==> config.mk <==
export PLATFORM = sky130hd
export DESIGN_NAME = sirt_cfg
export DESIGN_NICKNAME = d
export VERILOG_FILES = /design/src/hdl/sirt_pkg.sv /design/src/hdl/sirt_cfg.sv
export SDC_FILE = /design/constraint.sdc
export NUM_CORES = 1
export LEC_CHECK = 0
export ABC_AREA = 1
export BUFFER_PORTS_ARGS = -buffer_cell sky130_fd_sc_hd__buf_2
export CORE_ASPECT_RATIO = 0.5
export CORE_MARGIN = 10
export CORE_UTILIZATION = 37
export CTS_CLUSTER_SIZE = 24
export DETAILED_ROUTE_END_ITERATION = 8
export HOLD_SLACK_MARGIN = 0.15
export PLACE_DENSITY = 0.81
export SLEW_MARGIN = 20
export SYNTH_ARGS = -nofsm -noshare
export SYNTH_HDL_FRONTEND = slang
export SYNTH_SLANG_ARGS = --single-unit
==> constraint.sdc <==
create_clock -name i_clk -period 1.5 [get_ports i_clk]
set_input_delay 0.225 -clock i_clk [delete_from_list [all_inputs] [get_ports i_clk]]
set_output_delay 0.225 -clock i_clk [all_outputs]
set_load 0.1 [all_outputs]
==> src/hdl/sirt_pkg.sv <==
`timescale 1ns / 1ps
// ----------------------------------------------------------------------------
// sirt_pkg: shared types and constants of the stuck-ID retry tracker
// Table size, configuration register map, action codes, the search token that
// walks the cell chain and the helpers that size its fields.
// ----------------------------------------------------------------------------
package sirt_pkg;

    // Table geometry.
    localparam int TABLE_ENTRIES = 64;
    localparam int SLOT_W        = (TABLE_ENTRIES > 1) ? $clog2(TABLE_ENTRIES) : 1;
    localparam int CNT_W         = $clog2(TABLE_ENTRIES + 1);

    // Field widths.
    localparam int ID_W    = 31;
    localparam int HITS_W  = 8;
    localparam int MOVES_W = 4;
    localparam int INDEX_W = 6;

    // Configuration port.
    localparam int PADDR_W = 5;
    localparam int PDATA_W = 32;

    localparam logic [HITS_W-1:0] HITS_MAX = '1;

    // Register indexes (byte address is four times the index).
    typedef enum logic [2:0] {
        REG_MOVE_THRESHOLD  = 3'd0,
        REG_ABORT_THRESHOLD = 3'd1,
        REG_MOVE_LIMIT      = 3'd2,
        REG_Y_MOVE_AFTER    = 3'd3,
        REG_COUNT_DECREMENT = 3'd4
    } t_reg_idx;

    // Result action codes.
    typedef enum logic [2:0] {
        ACT_NONE     = 3'd0,
        ACT_COUNTED  = 3'd1,
        ACT_INSERTED = 3'd2,
        ACT_MOVE     = 3'd3,
        ACT_ABORT    = 3'd4,
        ACT_FULL     = 3'd5
    } t_action;

    // Top-level control states.
    typedef enum logic [1:0] {
        ST_IDLE  = 2'd0,
        ST_BUSY  = 2'd1,
        ST_DRAIN = 2'd2
    } t_state;

    // Configuration values broadcast to every cell.
    typedef struct packed {
        logic [HITS_W-1:0]  move_threshold;
        logic [HITS_W-1:0]  abort_threshold;
        logic [MOVES_W-1:0] move_limit;
        logic [MOVES_W-1:0] y_move_after;
        logic [HITS_W-1:0]  count_decrement;
    } t_cfg;

    // Search token handed from cell to cell, one cell per cycle.
    typedef struct packed {
        logic               active;
        logic [ID_W-1:0]    id;
        logic [CNT_W-1:0]   used;
        logic [SLOT_W-1:0]  slot;
        logic               done;
        t_action            action;
        logic [SLOT_W-1:0]  res_slot;
        logic [HITS_W-1:0]  hits;
        logic [MOVES_W-1:0] moves;
        logic               move_y;
    } t_tok;

    // Low six bits of a slot number, zero-extended for small tables.
    function automatic logic [INDEX_W-1:0] slot_to_index(input logic [SLOT_W-1:0] slot);
        logic [SLOT_W+INDEX_W-1:0] ext;
        ext = {{INDEX_W{1'b0}}, slot};
        return ext[INDEX_W-1:0];
    endfunction

endpackage

==> src/hdl/sirt_cfg.sv <==
`timescale 1ns / 1ps
// ----------------------------------------------------------------------------
// sirt_cfg: configuration registers
// APB-style register file holding the thresholds, limits and decrement.
// ----------------------------------------------------------------------------
module sirt_cfg (
    input  logic                          i_clk,
    input  logic                          i_rst_n,
    input  logic                          psel,
    input  logic                          penable,
    input  logic                          pwrite,
    input  logic [sirt_pkg::PADDR_W-1:0]  paddr,
    input  logic [sirt_pkg::PDATA_W-1:0]  pwdata,
    output logic [sirt_pkg::PDATA_W-1:0]  prdata,
    output logic                          pready,
    output sirt_pkg::t_cfg                o_cfg
);
    import sirt_pkg::*;

    t_cfg       r_cfg;
    logic       wr_en;
    t_reg_idx   reg_idx;

    assign pready  = 1'b1;
    assign wr_en   = psel && penable && pwrite;
    assign reg_idx = t_reg_idx'(paddr[PADDR_W-1:2]);
    assign o_cfg   = r_cfg;

    // Register writes; each register keeps the low bits of the data.
    always_ff @(posedge i_clk) begin
        if (!i_rst_n) begin
            r_cfg.move_threshold  <= 8'd10;
            r_cfg.abort_threshold <= 8'd50;
            r_cfg.move_limit      <= 4'd10;
            r_cfg.y_move_after    <= 4'd5;
            r_cfg.count_decrement <= 8'd2;
        end else if (wr_en) begin
            unique case (reg_idx)
                REG_MOVE_THRESHOLD:  r_cfg.move_threshold  <= pwdata[HITS_W-1:0];
                REG_ABORT_THRESHOLD: r_cfg.abort_threshold <= pwdata[HITS_W-1:0];
                REG_MOVE_LIMIT:      r_cfg.move_limit      <= pwdata[MOVES_W-1:0];
                REG_Y_MOVE_AFTER:    r_cfg.y_move_after    <= pwdata[MOVES_W-1:0];
                REG_COUNT_DECREMENT: r_cfg.count_decrement <= pwdata[HITS_W-1:0];
                default: ;
            endcase
        end
    end

    // Read data.
    always_comb begin
        prdata = '0;
        unique case (reg_idx)
            REG_MOVE_THRESHOLD:  prdata = PDATA_W'(r_cfg.move_threshold);
            REG_ABORT_THRESHOLD: prdata = PDATA_W'(r_cfg.abort_threshold);
            REG_MOVE_LIMIT:      prdata = PDATA_W'(r_cfg.move_limit);
            REG_Y_MOVE_AFTER:    prdata = PDATA_W'(r_cfg.y_move_after);
            REG_COUNT_DECREMENT: prdata = PDATA_W'(r_cfg.count_decrement);
            default:             prdata = '0;
        endcase
    end

endmodule

Word level (Yosys, flattened, before mapping)
Index checks and enable logic that the tools add are counted.

Eq/ne operators: 4. Mux-type cells: 1. Reduce and logical (&&, ||, !) cells: 8.

Operators by type and width (count): $pmux 8 s5 (1); $reduce_and 2->1 (5); $eq 3x2->1 const B (2); $eq 3x1->1 const B (1); $eq 3x3->1 const B (1); $logic_not 3->1 (1); $logic_and 1x1->1 (2).

Output and inout port bits: 65. Bits of input ports: 42. Flip-flop bits (word level): 32. Word-level logic and storage cells: 18.

Longest topological paths before layout
Word-level depth: 3. Mapped depth: 8. Gate-level depth less buffers: 7.

Worst setup path after synthesis
Ideal clock, no wire load.

Path kind: reg2out. From: register r_cfg, in the netlist o_cfg[11]. To: output port prdata[3] in the netlist's numbering. Stages on the path, launching flop included: 5. Path slack: -0.618 ns. Buffers on the path: 0. Required time: 1.275 ns. Arrival: 1.893 ns. Path through: dfxtp_1 > nand4_1 > nand2_1 > nor2_1 > nand2_1.

Longest elaborated chain between the ends: 1.

RTL lines: from (decl) (RTL line sirt_cfg.sv:20) `t_cfg r_cfg;`; $pmux 8 s5 (RTL line sirt_cfg.sv:52) `unique case (reg_idx)`; to (decl) (RTL line sirt_cfg.sv:14) `output logic [sirt_pkg::PDATA_W-1:0] prdata,`.

No other way between the ends.

Final worst setup path
From: input port paddr[3] in the netlist's numbering. To: output port prdata[6] in the netlist's numbering.

Longest elaborated chain between the ends: 2. Elaborated cells between the ends (all ways): 6. Classes of those cells: eq/ne: 4; mux: 1; reduce/logical: 1.

RTL lines: from (decl) (RTL line sirt_cfg.sv:12) `input logic [sirt_pkg::PADDR_W-1:0] paddr,`; $eq 3x3->1, or another cell as far along (RTL line sirt_cfg.sv:52); $pmux 8 s5 * (RTL line sirt_cfg.sv:52).

Mark *: on every way between the ends. The rest lies on a longest branch, timed or not.

==> flow_metrics.env <==
export IMPL_rsz0062_at_grt="true"
export IMPL_antenna_found_initial=0
export IMPL_synth_fa_ha_area_share_pct=0
export IMPL_ys_seq_elements=32
export IMPL_vias=1894
export IMPL_crit_top_cell="nand2_1"
export IMPL_synthMuxAreaShare_pct=0
export IMPL_ys_warn_count=0
export IMPL_h_tree_depth=2
export IMPL_min_delay_start="pwdata[2]"
export IMPL_cap_violations=0
export IMPL_coreArea_mm2=0.004887
export IMPL_path_clk_slew_ns=0.07
export IMPL_timing_hold_ws_ns=0.1628
export IMPL_p_comb_share_pct=31.8
export IMPL_cts_tree="done"
export IMPL_synth_commonest_cells="nand2_1, nor2_1, nand3_1"
export IMPL_detailed_place_hpwl_um=4293
export IMPL_p_switching_mw=0.9246
export IMPL_route_detailed_drc=0
export IMPL_largest_reg_flops=32
export IMPL_drt_wl_total_um=5589
export IMPL_drv_slew=0
export IMPL_async_reset_ff_share_pct=0
export IMPL_place_port_buffers=55
export IMPL_cts_sinks=32
export IMPL_grt_pass1_wl_um=9108
export IMPL_ys_flop_type="dfxtp_1"
export IMPL_worstSetupStartpoint="paddr[3]"
export IMPL_status="finished, final reports clean"
export IMPL_gp_congestion=0.8297
export IMPL_p_leak_nw=1.243
export IMPL_die_w_um=120.2
export IMPL_syn_area_per_cell_um2=6.703
export IMPL_avgRoutedWirePerCell_um=13.50
export IMPL_yosys_area_top_type="dfxtp_1"
export IMPL_fp_dieH_um=70.09
export IMPL_cpMaxStageDelayCell="buf_12"
export IMPL_drt_iter0_drc=101
export IMPL_setup_violations=0
export IMPL_first_global_vias=1887
export IMPL_fmax_mhz=683.0
export IMPL_hold_buffers=0
export IMPL_fin_setup_tns_ns=0
export IMPL_synth_edff_count=0
export IMPL_cp_cell_sequence="buf_2 > inv_1 > nand2_1 > nor2_2 > buf_6 > nand2_1 > nand3_2 > buf_12"
export IMPL_drt_pass1_iter_count=4
export IMPL_cp_data_required_time_ns=1.27
export IMPL_syn_inst=277
export IMPL_syn_area_mm2=0.001857
export IMPL_synth_top_family_by_area="simple AND/OR/NAND/NOR gates"
export IMPL_dpl_worst_slack_ns=-0.01656
export IMPL_slew_limit_headroom_pct=60.62
export IMPL_fin_crit_sh_pct=97.61
export IMPL_period_needed_ns=1.464
export IMPL_finalClockSkew_ns=0
export IMPL_total_power_mw=2.227
export IMPL_crit_type="in2out"
export IMPL_p_int_mw=1.303
export IMPL_worst_ir_drop_vdd_mv=0.4190
export IMPL_ant_nets=0
export IMPL_syn2layout_area_growth_pct=33.22
export IMPL_cp_slowest_stage_delay_ns=0.18
export IMPL_timing_critical_path_buf_inv=4
export IMPL_critPathLaunchType="input port"
export IMPL_n_fill_cell=483
export IMPL_clk_latency_ns=0.29
export IMPL_gr_usage_all_layers_pct=13.14
export IMPL_initial_core_util_pct=37.99
export IMPL_synth_compound_area_share_pct=0.2695
export IMPL_rr_startpoint="o_cfg[1]$_SDFFE_PN1P_"
export IMPL_synth_seq_area_share_pct=34.50
export IMPL_ctsRootBufferMaster="clkbuf_8"
export IMPL_synth_xor_xnor_area_share_pct=0
export IMPL_cp_end_kind="output pin"
export IMPL_hold_viol=0
export IMPL_cp_arrival_ns=1.24
export IMPL_grt_start_max_net_pins=33
export IMPL_final_layout_size_suffix_gt1_share_pct=39.53
export IMPL_powerDensity_mw_per_mm2=900.4
export IMPL_cp_top_family="buffers and inverters"
export IMPL_yosysMostFrequentCell="nand2_1"
export IMPL_synthSimpleGateAreaFrac_pct=47.37
export IMPL_viasPerCell=4.575
export IMPL_yosys_top_cells_area="dfxtp_1, nand2_1, nand3_1"
export IMPL_crit_fanout=8
export IMPL_hold_path_class="in2reg"
export IMPL_multiInputGateArea_mm2=0.001022
export IMPL_num_rows=18
export IMPL_power_frac_seq_pct=38.7
export IMPL_p_clk_share_pct=29.5
export IMPL_regArea_um2=693.2
export IMPL_fin_util_pct=50.61
export IMPL_pin_count=107
export IMPL_synthDistinctLibCells=19
export IMPL_worst_slew_pin_slew_ns=0.5908
export IMPL_yosysTopAreaCellShare_pct=34.50
export IMPL_antenna_cells=0
export IMPL_fin_nets=385
export IMPL_p_sw_share_pct=41.51
export IMPL_cts_buffers_inserted=5
export IMPL_cts_path_max_buffers=2
export IMPL_timing_final_ws_setup_ns=0.03582
export IMPL_die_area_mm2=0.008424
export IMPL_globalRouteOverflowTotal=0
## through the flow
| step | cells | instance area (um^2) |
|---|---|---|
| 5_1_grt | 414 | 2474 |
| 4_1_cts | 413 | 2456 |
| 6_report | 414 | 2474 |
| 3_5_place_dp | 405 | 2366 |
| 3_3_place_gp | 405 | 2366 |
| 2_1_floorplan | 300 | 2026 |
## power groups by stage
stage | combinational (mW) | clock [mW] | sequential, mW
2_1_floorplan | 0.533 | 0 | 0.961
3_3_place_gp | 0.693 | 0 | 0.881
3_5_place_dp | 0.696 | 0 | 0.882
4_1_cts | 0.699 | 0.661 | 0.862
5_1_grt | 0.739 | 0.709 | 0.864
6_report | 0.708 | 0.657 | 0.862
## worst paths after layout
path | to | slack, ns | depth (start not counted)
hold reg to reg | o_cfg[17]$_SDFFE_PN1P_ | 0.46 | 2
setup reg to reg | o_cfg[1]$_SDFFE_PN1P_ | 0.87 | 2
setup / recovery | prdata[6] | 0.04 | 8
hold / removal | o_cfg[10]$_SDFFE_PN1P_ | 0.16 | 3
## layer usage
layer | up-vias | GRT usage, % | wire length, um
met3 | 12 | 4.812 | 474
met2 | 70 | 22.15 | 2719
met5 | - | 0 | 0
met1 | 861 | 14.81 | 2279
met4 | 0 | 5.186 | 115
li1 | 951 | - | -
## cell usage in the layout (no fill, tap or decap)
master,count
inv_2,1
buf_12,9
nand2_4,1
nand2_1,75
o21ai_0,1
conb_1,25
nor2_2,5
dfxtp_4,5
dfxtp_2,27
clkbuf_8,5
nor2_1,49
inv_1,13
buf_6,1
buf_4,13
nor2_4,7
buf_2,47
nand3_1,41
inv_4,1
nand3_2,4
clkinv_2,2
nand3_4,2
nand2_2,5
clkinv_4,1
nand4_1,4
## timing repair
action,in CTS,in global routing
gates cloned,0,1
endpoints found under the setup margin,2,7
pin swaps,0,1
resized for setup,1,3
buffers inserted,0,0
## worst min-delay path: stages
cell and delay [ns]:
buf_2 0.09, nand2_1 0.05, nand3_1 0.06
## cell families after synthesis
| family | Yosys count |
|---|---|
| buf+inv | 50 |
| flops | 32 |
| simple gates | 192 |
| other cells | 2 |
| compound gates | 1 |
## final cells by class
| type | count | share of cell area (%) |
|---|---|---|
| sequential | 32 | 28.02 |
| inverter | 15 | 2.377 |
| clock buffer | 5 | 2.782 |
| tap | 70 | 3.541 |
| timing repair buffer | 70 | 21.19 |
| clock inverter | 3 | 0.7587 |
| multi-input combinational | 219 | 41.33 |
Note: power is estimated with default switching activity, not from simulation.
