**src/hdl/sirt_pkg.sv**
```systemverilog
`timescale 1ns / 1ps
// ----------------------------------------------------------------------------
// sirt_pkg: shared types and constants of the stuck-ID retry tracker
// Table size, configuration register map, action codes, the search token that
// walks the cell chain and the helpers that size its fields.
// ----------------------------------------------------------------------------
package sirt_pkg;

    // Table geometry.
    localparam int TABLE_ENTRIES = 64;
    localparam int SLOT_W        = (TABLE_ENTRIES > 1) ? $clog2(TABLE_ENTRIES) : 1;
    localparam int CNT_W         = $clog2(TABLE_ENTRIES + 1);

    // Field widths.
    localparam int ID_W    = 31;
    localparam int HITS_W  = 8;
    localparam int MOVES_W = 4;
    localparam int INDEX_W = 6;

    // Configuration port.
    localparam int PADDR_W = 5;
    localparam int PDATA_W = 32;

    localparam logic [HITS_W-1:0] HITS_MAX = '1;

    // Register indexes (byte address is four times the index).
    typedef enum logic [2:0] {
        REG_MOVE_THRESHOLD  = 3'd0,
        REG_ABORT_THRESHOLD = 3'd1,
        REG_MOVE_LIMIT      = 3'd2,
        REG_Y_MOVE_AFTER    = 3'd3,
        REG_COUNT_DECREMENT = 3'd4
    } t_reg_idx;

    // Result action codes.
    typedef enum logic [2:0] {
        ACT_NONE     = 3'd0,
        ACT_COUNTED  = 3'd1,
        ACT_INSERTED = 3'd2,
        ACT_MOVE     = 3'd3,
        ACT_ABORT    = 3'd4,
        ACT_FULL     = 3'd5
    } t_action;

    // Top-level control states.
    typedef enum logic [1:0] {
        ST_IDLE  = 2'd0,
        ST_BUSY  = 2'd1,
        ST_DRAIN = 2'd2
    } t_state;

    // Configuration values broadcast to every cell.
    typedef struct packed {
        logic [HITS_W-1:0]  move_threshold;
        logic [HITS_W-1:0]  abort_threshold;
        logic [MOVES_W-1:0] move_limit;
        logic [MOVES_W-1:0] y_move_after;
        logic [HITS_W-1:0]  count_decrement;
    } t_cfg;

    // Search token handed from cell to cell, one cell per cycle.
    typedef struct packed {
        logic               active;
        logic [ID_W-1:0]    id;
        logic [CNT_W-1:0]   used;
        logic [SLOT_W-1:0]  slot;
        logic               done;
        t_action            action;
        logic [SLOT_W-1:0]  res_slot;
        logic [HITS_W-1:0]  hits;
        logic [MOVES_W-1:0] moves;
        logic               move_y;
    } t_tok;

    // Low six bits of a slot number, zero-extended for small tables.
    function automatic logic [INDEX_W-1:0] slot_to_index(input logic [SLOT_W-1:0] slot);
        logic [SLOT_W+INDEX_W-1:0] ext;
        ext = {{INDEX_W{1'b0}}, slot};
        return ext[INDEX_W-1:0];
    endfunction

endpackage

```
**src/hdl/sirt_cell.sv**
```systemverilog
`timescale 1ns / 1ps
// ----------------------------------------------------------------------------
// sirt_cell: one table slot of the tracker chain
// Holds one identifier with its hit and move counts. Each cell registers the
// search token; a matching slot applies the decision, and the first
// free slot takes the identifier when no earlier slot matched.
// ----------------------------------------------------------------------------
module sirt_cell (
    input  logic            i_clk,
    input  logic            i_rst_n,
    input  sirt_pkg::t_cfg  i_cfg,
    input  sirt_pkg::t_tok  i_tok,
    output sirt_pkg::t_tok  o_tok
);
    import sirt_pkg::*;

    logic [ID_W-1:0]    r_id;
    logic [HITS_W-1:0]  r_hits;
    logic [MOVES_W-1:0] r_moves;
    t_tok               r_tok;

    logic [ID_W-1:0]    n_id;
    logic [HITS_W-1:0]  n_hits;
    logic [MOVES_W-1:0] n_moves;
    logic               wr_en;
    t_tok               n_tok;
    logic               live;
    logic [CNT_W-1:0]   slot_ext;

    assign live     = i_tok.active && !i_tok.done;
    assign slot_ext = CNT_W'(i_tok.slot);
    assign o_tok    = r_tok;

    // Match, decision and insertion for this slot.
    always_comb begin
        n_tok      = i_tok;
        n_tok.slot = i_tok.slot + 1'b1;
        n_id       = r_id;
        n_hits     = r_hits;
        n_moves    = r_moves;
        wr_en      = 1'b0;

        if (live && (slot_ext < i_tok.used) && (r_id == i_tok.id)) begin
            n_tok.done     = 1'b1;
            n_tok.res_slot = i_tok.slot;
            if ((r_hits > i_cfg.move_threshold) && (r_moves < i_cfg.move_limit)) begin
                wr_en        = 1'b1;
                n_moves      = r_moves + 1'b1;
                n_hits       = (r_hits > i_cfg.count_decrement) ?
                               (r_hits - i_cfg.count_decrement) : '0;
                n_tok.action = ACT_MOVE;
                n_tok.move_y = (r_moves > i_cfg.y_move_after);
            end else if (r_hits > i_cfg.abort_threshold) begin
                n_tok.action = ACT_ABORT;
                n_tok.move_y = 1'b0;
            end else begin
                wr_en        = 1'b1;
                n_hits       = (r_hits == HITS_MAX) ? r_hits : (r_hits + 1'b1);
                n_tok.action = ACT_COUNTED;
                n_tok.move_y = 1'b0;
            end
            n_tok.hits  = n_hits;
            n_tok.moves = n_moves;
        end else if (live && (slot_ext == i_tok.used)) begin
            // First free slot: every used slot has been checked already.
            wr_en          = 1'b1;
            n_id           = i_tok.id;
            n_hits         = HITS_W'(1);
            n_moves        = '0;
            n_tok.done     = 1'b1;
            n_tok.res_slot = i_tok.slot;
            n_tok.action   = ACT_INSERTED;
            n_tok.hits     = HITS_W'(1);
            n_tok.moves    = '0;
            n_tok.move_y   = 1'b0;
        end
    end

    // Slot contents.
    always_ff @(posedge i_clk) begin
        if (wr_en) begin
            r_id    <= n_id;
            r_hits  <= n_hits;
            r_moves <= n_moves;
        end
    end

    // Token stage towards the next cell.
    always_ff @(posedge i_clk) begin
        if (!i_rst_n) begin
            r_tok.active <= 1'b0;
        end else begin
            r_tok.active <= n_tok.active;
        end
        r_tok.id       <= n_tok.id;
        r_tok.used     <= n_tok.used;
        r_tok.slot     <= n_tok.slot;
        r_tok.done     <= n_tok.done;
        r_tok.action   <= n_tok.action;
        r_tok.res_slot <= n_tok.res_slot;
        r_tok.hits     <= n_tok.hits;
        r_tok.moves    <= n_tok.moves;
        r_tok.move_y   <= n_tok.move_y;
    end

endmodule
```
**config.mk**
```make
export PLATFORM = sky130hd
export DESIGN_NAME = sirt_cell
export DESIGN_NICKNAME = d
export VERILOG_FILES = /design/src/hdl/sirt_pkg.sv /design/src/hdl/sirt_cell.sv
export SDC_FILE = /design/constraint.sdc
export NUM_CORES = 1
export LEC_CHECK = 0
export BUFFER_PORTS_ARGS = -buffer_cell sky130_fd_sc_hd__buf_2
export CORE_ASPECT_RATIO = 0.5
export CORE_MARGIN = 2
export CORE_UTILIZATION = 52
export CTS_BUF_LIST = sky130_fd_sc_hd__clkbuf_8
export DETAILED_ROUTE_END_ITERATION = 16
export GPL_TIMING_DRIVEN = 0
export PLACE_DENSITY_LB_ADDON = 0.2
export SETUP_SLACK_MARGIN = 0.1
export SYNTH_ARGS = -nofsm -noshare
export SYNTH_HDL_FRONTEND = slang
export SYNTH_SLANG_ARGS = --single-unit
```
**constraint.sdc**
```tcl
create_clock -name i_clk -period 3.8 [get_ports i_clk]
set_clock_uncertainty 0.2 [all_clocks]
set_input_delay 0.38 -clock i_clk [delete_from_list [all_inputs] [get_ports i_clk]]
set_output_delay 0.38 -clock i_clk [all_outputs]
set_load 0.03 [all_outputs]
```
# --- Word level (Yosys, flattened, before mapping) ---
# Index checks and enable logic that the tools add are counted.
word_totals:
  regBits: 111
  in_bits: 102
  output_inout_bits: 68
  elab_cells: 55
classes:
  n_addsub: 4
  magnitude_cmp: 6
  n_eq_ne: 3
  muxes: 18
  bitwise_logic: 1
  n_reduce_logical: 10
ops:
  columns: ["operator", "n"]
  rows:
  - ["8-bit two-way mux", 6]
  - ["22-bit two-way mux", 2]
  - ["31-bit equality test", 1]
  - ["8-bit > comparator", 3]
  - ["4-bit two-way mux", 3]
  - ["8-bit by 1-bit adder with 8-bit output (second input constant)", 1]
  - ["8-bit equality test (second input constant)", 1]
  - ["8-bit subtractor", 1]
  - ["6-bit by 7-bit equality test with 1-bit output", 1]
  - ["6-bit by 7-bit less-than comparator with 1-bit output", 1]
  - ["6-bit by 1-bit adder with 6-bit output (second input constant)", 1]
  - ["3-bit two-way mux", 2]
  - ["1-bit logical AND", 5]
  - ["1-bit two-way mux", 5]
  - ["4-bit by 1-bit adder with 4-bit output (second input constant)", 1]
  - ["4-bit > comparator", 1]
  - ["4-bit less-than comparator", 1]
  - ["3-bit AND reduction", 1]
  - ["2-bit AND reduction", 1]
  - ["2-bit nonzero test", 1]
  - ["2-bit OR reduction", 1]
  - ["1-bit logical NOT", 1]
  - ["1-bit inverter", 1]

# --- Logic depth before layout (Yosys ltp) ---
depth:
  depth_word: 6
  ltp_mapped: 11
  depth_no_buf: 11

# --- Worst setup path before layout ---
# No wires, ideal clock.
synth_path:
  kind: "input port to flip-flop"
  start: "input port i_tok[30] (netlist bit)"
  end: "register r_id[0], enable pin"
  setup_time_ps: 391
  arrival_ps: 2361
  t_required_ps: 3209
  slack_ps: 848
  cell_stages: 9
  path_buffers: 1
  path_cell_list: "inv_1 ha_1 nor2b_1 o21a_1 o211ai_1 a21oi_2 or2_0 buf_2 and2_1"
synth_between:
  elab_chain_len: 5
  word_cells_on_any_way: 9
  classes_between: "order compare: 1; eq/ne: 1; mux: 2; bitwise: 1; reduce/logical: 4"
synth_rtl:
  columns: ["element", "line_no", "text"]
  rows:
  - ["start: declaration", "sirt_cell.sv:12", "input sirt_pkg::t_tok i_tok,"]
  - ["6-bit by 7-bit less-than comparator with 1-bit output / 6-bit by 7-bit equality test with 1-bit output (equally long branches)", "sirt_cell.sv:43, sirt_cell.sv:64", null]
  - ["1-bit logical AND (on tied branches)", "sirt_cell.sv:43, sirt_cell.sv:64", null]
  - ["1-bit logical AND / 1-bit two-way mux (equally long branches)", "sirt_cell.sv:43, sirt_cell.sv:64", null]
  - ["1-bit two-way mux / 1-bit inverter (equally long branches)", null, null]
  - ["3-bit AND reduction (no line) (*)", null, null]
  - ["end signal: assignment", "sirt_cell.sv:82", "r_id <= n_id;"]
  - ["end: declaration", "sirt_cell.sv:17", "logic [ID_W-1:0] r_id;"]
# Mark *: on every way between the ends. The rest lies on a longest branch, timed or not.
# A chain may end at the register's enable or synchronous reset.

# --- Worst setup path after layout ---
layout_path:
  start: "input port i_tok[60] (netlist bit)"
  end: "register r_hits[2], enable pin"
layout_between:
  elab_chain_len: 4
  word_cells_on_any_way: 5
  classes_between: "eq/ne: 1; mux: 1; reduce/logical: 3"
layout_rtl:
  columns: ["element", "line_no", "text"]
  rows:
  - ["31-bit equality test (*)", "sirt_cell.sv:43", "if (live && (slot_ext < i_tok.used) && (r_id == i_tok.id)) begin"]
  - ["1-bit logical AND (*)", "sirt_cell.sv:43", null]
  - ["2-bit nonzero test (no line) / 1-bit two-way mux (equally long branches)", null, null]
  - ["2-bit AND reduction (no line) (*)", null, null]
  - ["end signal: assignment", "sirt_cell.sv:83", "r_hits <= n_hits;"]
  - ["end: declaration", "sirt_cell.sv:18", "logic [HITS_W-1:0] r_hits;"]
# Marks and branches as above.

==> summary.md <==
| Metric | Value |
|---|---|
| Vias after detailed routing | `3,806` |
| Cell Rows | `24` |
| CP Cell Sequence | `dlygate4sd3_1, buf_2, xnor2_1, nand4_1, nor4_2, nand3_2, or2_0, buf_2, nand2_1, and2_1` |
| Crit-path most repeated cell | `buf_2` |
| F_max | `303 MHz` |
| I/O pin cnt | `170` |
| Post-synth ARST share | `0` |
| Crit Path Class | `input port to flip-flop` |
| Data required, critical path | `3.60 ns` |
| Avg Cell Area, Syn | `11.5 um^2` |
| Slew Viols, Final | `0` |
| Initial antenna violation count | `0` |
| Global-route wire length before repair | `18,000 um` |
| Most frequent cells in the layout | `buf_2, dfxtp_1, edfxtp_1` |
| RSZ-0062 raised after global routing | `false` |
| Primary FF master, synth | `dfxtp_1` |
| Crit path DAT | `3.10 ns` |
| Clock sinks | `111` |
| CP endpoint kind | `flip-flop` |
| Hold Path Class | `input port to flip-flop` |
| Total gr overflow | `0` |
| Post-synthesis cell area | `4830 um^2` |
| Slew HR | `0.528` |
| Max-capacitance violation count | `0` |
| Total GRT Usage | `0.226` |
| Synth-to-Final Area Change | `32.3%` |
| Post-synthesis adder-cell area fraction | `0.108` |
| # nets final | `782` |
| Crit start category | `input port` |
| Via density | `5.00` |
| Synth warnings | `0` |
| Core region area | `8860 um^2` |
| Antenna fix cells | `0` |
| DIE HEIGHT | `72.1 um` |
| Hold Path Stages | `2` |
| Antenna Nets Post-Route | `0` |
| Mapped Nets | `563` |
| Post-DP HPWL | `7970 um` |
| PD cells | `355 nW/um^2` |
| Tmin final | `3.30 ns` |
| Final worst-path cycle share | `0.870` |
| Total power | `2270 uW` |
| Hold Path End | `o_tok[2]` |
| Number of global-route vias before repair | `3,822` |
| R2r worst-path depth | `8` |
| Routed len/inst | `14.8 um` |
| Post-synth EDFFs | `43` |
| Synth Instances | `420` |
| Sequential area share after synthesis | `0.550` |
| Run status | `finished clean` |
| Fin util | `0.721` |
| Cell family with most CP delay | `simple AND/OR/NAND/NOR gates` |
| Resized cells post-CTS | `0` |
| GP Congestion | `0.794` |
| Power share of the combinational group | `0.143` |
| Die W | `140 um` |
| Clock share of power | `0.292` |
| Worst slew pin tran | `0.708 ns` |
| Final setup vio count | `0` |
| Buffers on Ports | `169` |
| Initial Util | `0.545` |
| Crit Path Max Fanout | `12` |
| Die ar. | `10,100 um^2` |
| Synthesized flop and latch total | `111` |
| RR Endpoint | `r_hits[2]` |
| Root buffer cell | `clkbuf_8` |
| Hold Crit Start | `i_tok[2]` |
| Ratio of cells with drive above 1 in the final layout | `0.314` |
| TritonCTS Buffers | `9` |
| Synth Area in Simple Gates | `0.132` |
| Net Sw Power | `609 uW` |
| Depth of the CTS H-tree | `3` |
| P_leak | `0.00301 uW` |
| Worst vdd ir | `0.282 mV` |
| Post-CTS setup repair buffer count | `0` |
| Sequential Power Share | `0.566` |
| Clock-pin slew on the worst setup and hold paths | `0.10 ns` |
| WHS | `0.0146 ns` |
| Worst path slowest cell | `dlygate4sd3_1` |
| DRT Pass-1 Iters | `4` |
| Multiplexer share of the synthesized area | `0.0158` |
| Reg2reg setup slack | `0.79 ns` |
| Post-synthesis compound-gate area fraction | `0.0801` |
| RR Startpoint | `r_id[13]` |
| CTS tree | `built` |
| Cell variety after synth | `47` |
| Largest family of logic cells by synthesized area | `simple AND/OR/NAND/NOR gates` |
| Worst-Skew Late Latency | `0.36 ns` |
| Largest net degree at the start of global routing | `32` |
| Final WL | `11,200 um` |
| DR DRC count | `0` |
| Commonest non-fill, non-tap cell in the layout | `buf_2` |
| Clock Tree Buf Depth | `2` |
| Internal Power | `1660 uW` |
| Initial drt markers | `156` |
| Final setup TNS | `0 ns` |
| CP bufs+invs | `3` |
| Synth Area in XOR/XNOR | `0.0798` |
| Crit path largest cell delay | `0.53 ns` |
| Final number of hold-violating endpoints | `0` |
| Sw frac | `0.268` |
-- state kept, by name, indices dropped and copies added, names as in the netlist --
register,flops
o_tok,68
r_moves,4
r_hits,8
r_id,31
-- cell usage after synthesis, types with 2 or more instances --
| cell | n | share of area |
|---|---|---|
| nor3_2 | 2 | 0.0041 |
| xor2_1 | 12 | 0.022 |
| dfxtp_1 | 68 | 0.28 |
| nand3_1 | 26 | 0.027 |
| or3_1 | 2 | 0.0026 |
| nor3_1 | 7 | 0.0073 |
| xnor2_1 | 32 | 0.058 |
| nand2_1 | 23 | 0.018 |
| and3_1 | 3 | 0.0039 |
| a21oi_2 | 2 | 0.0036 |
| ha_1 | 40 | 0.10 |
| o21a_1 | 4 | 0.0062 |
| mux2i_1 | 2 | 0.0041 |
| and2_1 | 3 | 0.0039 |
| mux2_2 | 5 | 0.012 |
| o211ai_1 | 7 | 0.011 |
| edfxtp_1 | 43 | 0.27 |
| a21o_1 | 9 | 0.014 |
| o21ai_0 | 9 | 0.0093 |
| or2_2 | 2 | 0.0026 |
| a211oi_1 | 2 | 0.0031 |
| o2bb2ai_1 | 2 | 0.0036 |
| a21oi_1 | 19 | 0.020 |
| nand4_1 | 14 | 0.018 |
| inv_1 | 40 | 0.031 |
| nor2_1 | 7 | 0.0054 |
| nor2b_1 | 8 | 0.010 |
| nor4_1 | 2 | 0.0026 |
| nand2b_1 | 7 | 0.0091 |
-- kinds of logic after synthesis --
| logic type | Yosys count |
|---|---|
| AND/OR/NAND/NOR | 114 |
| AO/OA/AOI/OAI | 60 |
| XOR/XNOR | 44 |
| multiplexers | 7 |
| buffers and inverters | 43 |
| flip-flops | 111 |
| adder cells (fa/ha/maj) | 41 |
-- power by group through the flow --
stage / clock network (uW) / registers, uW / logic, uW
after CTS: 676 / 1280 / 323
after floorplan: 0 / 1390 / 81.5
final: 661 / 1280 / 324
after global routing: 723 / 1290 / 352
after detailed placement: 0 / 1310 / 291
after global placement: 0 / 1310 / 286
-- worst max-delay path by stage --
stage	slack (ns)	cells past startpoint	end	startpoint
global route	0.28	10	r_hits[2]	i_tok[60]
detailed placement	0.23	9	r_id[26]	i_tok[24]
global placement	0.27	9	r_id[18]	i_tok[24]
floorplan	0.85	9	r_id[0]	i_tok[30]
CTS	0.19	10	r_id[6]	i_tok[31]
finish	0.50	10	r_hits[2]	i_tok[60]
-- layer usage --
metal	part of all wire	track usage	up-vias
met5	0	0	-
met4	0.0058	0.0483	0
met3	0.049	0.0502	6
met2	0.52	0.432	97
met1	0.43	0.267	1783
li1	-	-	1920
-- cell type report --
| cell class | instances | area, um^2 |
|---|---|---|
| flip-flops and latches | 111 | 2650 |
| fillers | 676 | 2470 |
| multi-input cells | 266 | 2010 |
| repair buffers | 208 | 1240 |
| inverters | 40 | 150 |
| well taps | 117 | 146 |
| clock buffers | 9 | 124 |
| clock inverters | 7 | 53.8 |
| plain buffers | 3 | 20.0 |
-- per-stage QoR --
stage / std cells / instance area, um^2 / setup slack, ns
after floorplan: 420 / 4830 / 0.848
after global placement: 706 / 5820 / 0.269
after detailed placement: 706 / 5820 / 0.231
after CTS: 761 / 6390 / 0.185
after global routing: 761 / 6390 / 0.280
final: 761 / 6390 / 0.496
-- timing repair --
action / in CTS / in global routing
setup endpoints to repair: 0 / 0
hold endpoints to repair: 39 / 0
hold buffers: 39 / 0
(Power assumes the default switching activity.)
